`src/design/tlat_pkg.sv`:
```
package tlat_pkg;

  // sequencer states
  typedef enum logic [5:0] {
    S_IDLE  = 6'b000001,
    S_LOOK  = 6'b000010,
    S_SCAN  = 6'b000100,
    S_OWN   = 6'b001000,
    S_EVICT = 6'b010000,
    S_DONE  = 6'b100000
  } state_t;

  // control from the sequencer to the tlb
  typedef struct packed {
    logic fill_en;
    logic inv_en;
  } tlb_ctl_t;

  // result beat layout
  localparam int unsigned OUT_BITS = 40;
  localparam int unsigned PHYS_W   = 15;
  localparam int unsigned FNUM_W   = 7;
  localparam int unsigned EPAGE_W  = 8;
  localparam logic [31:0] STAMP_MAX = 32'hFFFF_FFFF;

endpackage

```
`src/design/tlat_tlb.sv`:
```
module tlat_tlb
  import tlat_pkg::*;
#(
  parameter int ENTRIES = 16,
  parameter int PAGE_W  = 8,
  parameter int FRAME_W = 7
) (
  input  logic               clk,
  input  logic               rst_n,
  input  logic [PAGE_W-1:0]  look_page,
  output logic               look_hit,
  output logic [FRAME_W-1:0] look_frame,
  input  tlb_ctl_t           ctl,
  input  logic [PAGE_W-1:0]  fill_page,
  input  logic [FRAME_W-1:0] fill_frame,
  input  logic [PAGE_W-1:0]  inv_page
);

  localparam int IDX_W = (ENTRIES > 1) ? $clog2(ENTRIES) : 1;

  logic [ENTRIES-1:0] valid_r;
  logic [PAGE_W-1:0]  tag_r  [ENTRIES];
  logic [FRAME_W-1:0] data_r [ENTRIES];
  logic [IDX_W-1:0]   fill_ptr_r;
  logic [IDX_W-1:0]   fill_ptr_nxt;
  logic [ENTRIES-1:0] inv_sel;

  // lookup, lowest matching entry wins
  always_comb begin
    look_hit   = 1'b0;
    look_frame = '0;
    for (int i = ENTRIES - 1; i >= 0; i--) begin
      if (valid_r[i] && tag_r[i] == look_page) begin
        look_hit   = 1'b1;
        look_frame = data_r[i];
      end
    end
  end

  // first entry holding the evicted page
  always_comb begin
    inv_sel = '0;
    for (int i = ENTRIES - 1; i >= 0; i--) begin
      if (valid_r[i] && tag_r[i] == inv_page) begin
        inv_sel    = '0;
        inv_sel[i] = 1'b1;
      end
    end
  end

  // fifo refill pointer
  always_comb begin
    if (fill_ptr_r == IDX_W'(ENTRIES - 1)) begin
      fill_ptr_nxt = '0;
    end else begin
      fill_ptr_nxt = fill_ptr_r + 1'b1;
    end
  end

  // valid bits and pointer
  always_ff @(posedge clk) begin
    if (!rst_n) begin
      valid_r    <= '0;
      fill_ptr_r <= '0;
    end else begin
      for (int i = 0; i < ENTRIES; i++) begin
        if (ctl.inv_en && inv_sel[i]) begin
          valid_r[i] <= 1'b0;
        end
      end
      if (ctl.fill_en) begin
        valid_r[fill_ptr_r] <= 1'b1;
        fill_ptr_r          <= fill_ptr_nxt;
      end
    end
  end

  // tags and frames, fill overrides invalidate
  always_ff @(posedge clk) begin
    if (!rst_n) begin
      for (int i = 0; i < ENTRIES; i++) begin
        data_r[i] <= '0;
      end
    end else begin
      for (int i = 0; i < ENTRIES; i++) begin
        if (ctl.inv_en && inv_sel[i]) begin
          data_r[i] <= '0;
        end
      end
      if (ctl.fill_en) begin
        tag_r[fill_ptr_r]  <= fill_page;
        data_r[fill_ptr_r] <= fill_frame;
      end
    end
  end

endmodule

```
`config.mk`:
```
export PLATFORM = sky130hd
export DESIGN_NAME = tlat_tlb
export DESIGN_NICKNAME = d
export VERILOG_FILES = /design/src/design/tlat_pkg.sv /design/src/design/tlat_tlb.sv
export SDC_FILE = /design/constraint.sdc
export NUM_CORES = 1
export LEC_CHECK = 0
export ABC_AREA = 1
export BUFFER_PORTS_ARGS = -buffer_cell sky130_fd_sc_hd__clkbuf_2
export CORE_MARGIN = 1
export CORE_UTILIZATION = 50
export DETAILED_ROUTE_END_ITERATION = 8
export PLACE_DENSITY = 0.69
export SYNTH_ARGS = -nofsm -noshare
export SYNTH_HDL_FRONTEND = slang
export SYNTH_SLANG_ARGS = --single-unit
```
`constraint.sdc`:
```
create_clock -name clk -period 2 [get_ports clk]
set_input_delay 0.1 -clock clk [delete_from_list [all_inputs] [get_ports clk]]
set_output_delay 0.1 -clock clk [all_outputs]
set_load 0.02 [all_outputs]
```
## Word level (Yosys, flattened, before mapping)

Memory sizes are Yosys's and may differ from the RTL's.
Cells that the tools add are included.

- $add $sub $neg: 1
- Magnitude comparators: 2
- Eq/ne operators: 33
- Multiplexer cells: 152
- Bitwise operators: 17
- Reductions and logical operators: 49

Operators by type and width:

| kind | count |
|---|---|
| 2-to-1 mux 16 bit | 17 |
| == test 8 bit | 32 |
| 2-to-1 mux 7 bit | 32 |
| 2-to-1 mux 1 bit | 101 |
| logical AND 1 bit | 49 |
| bitwise OR 1 bit | 16 |
| bitwise OR 16 bit | 1 |
| < comparator 4 x 5 -> 1 bit, second input constant | 1 |
| adder 4 x 1 -> 4 bit, second input constant | 1 |
| demux 1 bit (select 4 bit) | 1 |
| == test 4 bit, second input constant | 1 |
| >= comparator 4 x 1 -> 1 bit, second input constant | 1 |
| 2-to-1 mux 4 bit | 1 |

- Register bits: 20
- Bits in writable memories: 240
- Output and inout bits: 8
- Memories kept: 2

Memories:

| name | words | width | read ports | clocked after memory_dff | write ports | RTL line | source |
|---|---|---|---|---|---|---|---|
| tag_r | 16 | 8 | 16 | 0 | 1 | tlat_tlb.sv:22 | `logic [PAGE_W-1:0] tag_r [ENTRIES];` |
| data_r | 16 | 7 | 16 | 0 | 17 | tlat_tlb.sv:23 | `logic [FRAME_W-1:0] data_r [ENTRIES];` |

## Logic depth before layout (Yosys ltp)

- Depth in word-level cells: 23
- Gate-level depth with buffers: 21
- Gate-level depth less buffers: 20

## Worst setup path after synthesis

No wires, ideal clock.

- Path type: reg-to-reg
- Start: reg fill_ptr_r[0]
- End: mem data_r[11][0], enable pin
- Arrival: 1771 ps
- Setup slack: -101 ps
- Stages on the path, launching flop included: 8
- Path buffers: 0
- Clock period less this slack: 2101 ps
- Cell sequence: dfxtp_1 > ha_1 > nand2_1 > nor2_1 > inv_1 > nor2_1 > clkinv_1 > nand3_1

RTL lines:

| element | RTL line | source |
|---|---|---|
| start: declaration | tlat_tlb.sv:24 | `logic [IDX_W-1:0] fill_ptr_r;` |
| start signal: assignment | tlat_tlb.sv:73 | `fill_ptr_r <= fill_ptr_nxt;` |
| end: declaration | tlat_tlb.sv:23 |  |

==> key figures <==
Floorplan
  • Io pins: 43
  • Chip height: 173 um
  • DIE AREA: 29900 um2
  • Initial Util: 50.8%
  • Rows: 62
  • Die X-Extent: 173 um
  • Core area: 28700 um2

Placement
  • IO Port Bufs: 42
  • Setup WS pre-CTS: -592 ps
  • Cell total after placement: 2374
  • GP Congestion: 1.01
  • Post-DP Area: 17500 um2
  • Post-DP HPWL: 35900 um

Hold path
  • Hold Path Sink: data_r[13][0]
  • Min-Delay Path Depth: 4
  • Min-delay src: fill_frame[0]
  • Hold Crit Class: in -> reg

Power and ir drop
  • VDD IR max: 681 uV
  • PD cells: 635 nW/um2
  • Leak: 8.64 nW
  • Pwr Total: 0.0123 W

Logic synthesis
  • Post-synth EDFFs: 240
  • Post-synth ARST share: 0%
  • Synthesized Nets: 1740
  • Yosys warns: 0
  • Post-Syn Instances: 1701
  • Top cell type's share of synthesized area: 49.4%
  • Cell taking the most area after synthesis: edfxtp_1
  • Seq/Total Area, Yosys: 52.1%
  • Mapped Area: 14600 um2
  • Primary FF master, synth: edfxtp_1
  • Netlist cell types: 58
  • Top cells by area, synth: edfxtp_1 (49%), nand2_1 (9.7%), nor2_1 (8.3%), inv_1 (4.0%), xor2_1 (3.2%)
  • Syn avg cell area: 8.58 um2
  • FF+latch count, synth: 260

Timing
  • Minimum clock period: 2800 ps
  • RSZ-0062 raised after global routing: true
  • Slew Limit Fails: 0
  • Final Setup Violations: 103
  • Peak Freq: 357 MHz
  • Final period utilization: 140%
  • Final WS setup: -798 ps
  • Slew @ Worst Pin: 707 ps
  • Final Hold Fails: 0
  • Setup Skew: 18.6 ps
  • Max_slew headroom: 52.8%

Setup path
  • Reg2reg end: data_r[14][2]
  • Setup CP Type: reg -> out
  • Reg2Reg Depth: 12
  • R2r setup slk: -350 ps
  • Crit start category: flip-flop
  • CP max FO: 8
  • Reg2reg start: tag_r[1][3]
  • CP Capture Type: output port
  • CP required: 1900 ps
  • Arrival @ worst endpoint: 2700 ps

Layout
  • Final std cells w/o fill: 2460
  • Final nets: 2092
  • Finished Core Util: 67.7%
  • Layout cells sized above 1: 29.6%
  • Synthesis-to-layout area growth: 33.1%
  • Commonest non-fill, non-tap cells in the layout: nand2_1 (340), nor2_1 (311), buf_4 (279)
  • Commonest non-fill, non-tap cell in the layout: nand2_1
  • Design area: 19400 um2

Routing
  • Final wirelength: 48900 um
  • Drt via density: 5.51
  • First-pass DRT Iterations: 6
  • Post-DRT Antenna Nets: 0
  • Drt initial violations: 1295
  • # DRC: 0
  • Via count: 13.6k
  • Routed WL per cell: 19.9 um

Status
  • Status: finished with violations
  • Violated checks: negative setup slack

Global route
  • M2 GR Usage: 54.0%
  • Vias in the first global route: 13.2k
  • Met3 Resource Use GR: 5.89%
  • Most used routing layer: met2
  • Largest net degree at the start of global routing: 28
  • Initial antenna violation count: 0
  • Met1 Use GR: 42.8%
  • First-pass GRT wire length: 74200 um
  • GRT Total Usage: 32.9%
  • Total gr overflow: 0

CTS
  • Worst-Skew Late Latency: 550 ps
  • CTS tree: built
  • Clk pin slew, worst setup/hold paths: 60 ps
  • CTS root buf: clkbuf_16
  • Deepest clock path buffer count: 3
  • Clk sinks: 260
  • CTS buffer count: 28
  • H-tree level count: 1

Run
  • Maxcap violations: 0
[how the worst max path moves through the flow]
stage / from / endpoint / slack, ps / cells past startpoint
global placement: inv_page[3] / data_r[15][5] / -440 / 12
finish: tag_r[11][5] / look_frame[5] / -800 / 16
CTS: tag_r[14][6] / look_frame[4] / -770 / 22
detailed placement: inv_page[3] / data_r[15][4] / -590 / 12
floorplan: fill_ptr_r[0] / data_r[11][0] / -100 / 7
global route: tag_r[14][6] / look_frame[5] / -980 / 22
[flip-flops by register name, summed over array words and instances, names as in the netlist]
register	flops
data_r	112
fill_ptr_r	4
tag_r	128
valid_r	16
[synth_stat cells, drive strengths merged (3+ instances only)]
cell type and count:
a211oi 4, a21oi 47, a221oi 5, a31oi 7, and3 6, buf 37, clkbuf 14, clkinv 15
dfxtp 20, edfxtp 240, ha 4, inv 178, nand2 385, nand3 89, nand3b 7, nand4 38
nor2 337, nor3 36, nor3b 9, nor4 18, o2111ai 3, o211ai 5, o21ai 47, o22ai 45
or2 22, xnor2 21, xor2 54
[timing repair]
action,CTS,global route
setup buffers,20,22
pin swaps,48,53
hold buffers,2,0
gates resized for setup,122,86
setup endpoints to repair,112,133
hold endpoints to repair,5,0
[cell type report]
type / instances / area (um2)
Inverter: 193 / 739
Tap cell: 384 / 480
Clock inverter: 17 / 115
Multi-Input combinational cell: 1197 / 6540
Sequential cell: 260 / 7610
Fill cell: 2337 / 9280
Timing Repair Buffer: 373 / 3170
Antenna cell: 1 / 2.50
Clock buffer: 35 / 768
[power breakdown]
group          internal (W)  switching [W]  total [W]
Clock               0.00285        0.00212    0.00496
Sequential          0.00605      0.0000496    0.00610
Combinational      0.000489       0.000793    0.00128
Total               0.00938        0.00296     0.0123
[cells by family (layout without fill, tap and decap cells)]
| logic type | Yosys count | in the layout | share of synthesized area (%) |
|---|---|---|---|
| fa+ha+maj | 4 | 4 | 0.343 |
| other cells | 0 | 1 | 0 |
| mux | 1 | 1 | 0.0686 |
| compound gates | 169 | 169 | 7.01 |
| xor+xnor | 75 | 75 | 4.66 |
| flops | 260 | 260 | 52.1 |
| buf+inv | 244 | 618 | 7.24 |
| simple gates | 948 | 948 | 28.5 |
[metal layers]
metal / vias to the layer above / part of all wire (%) / wire [um]
met3: 140 / 8.4 / 4100
met2: 635 / 46 / 22700
met5: - / 0 / 0
li1: 6397 / - / -
met4: 0 / 4.7 / 2290
met1: 6391 / 41 / 19900
[critical path, cell delays in order, from the launching register on]
cell      delay, ps
edfxtp_1        420
inv_1           110
o22ai_1          80
nor2_1          210
nand3_4         180
o21ai_4         330
a21oi_2          70
nand2_2          90
nand2_1          50
nand2_1          70
nand2_1          60
nand2_1          60
nand2_1          60
nand2_1          70
nand2_1          60
nand2_1          80
clkbuf_8        140
[stage by stage]
| stage | hold slack (ps) | setup TNS (ps) |
|---|---|---|
| global placement | 425 | -21820 |
| floorplan | 199 | -2130 |
| CTS | 52.5 | -24600 |
| finish | 90.5 | -31410 |
| global route | 106 | -38500 |
| detailed placement | 426 | -31680 |
Note: power is estimated with default switching activity, not from simulation.
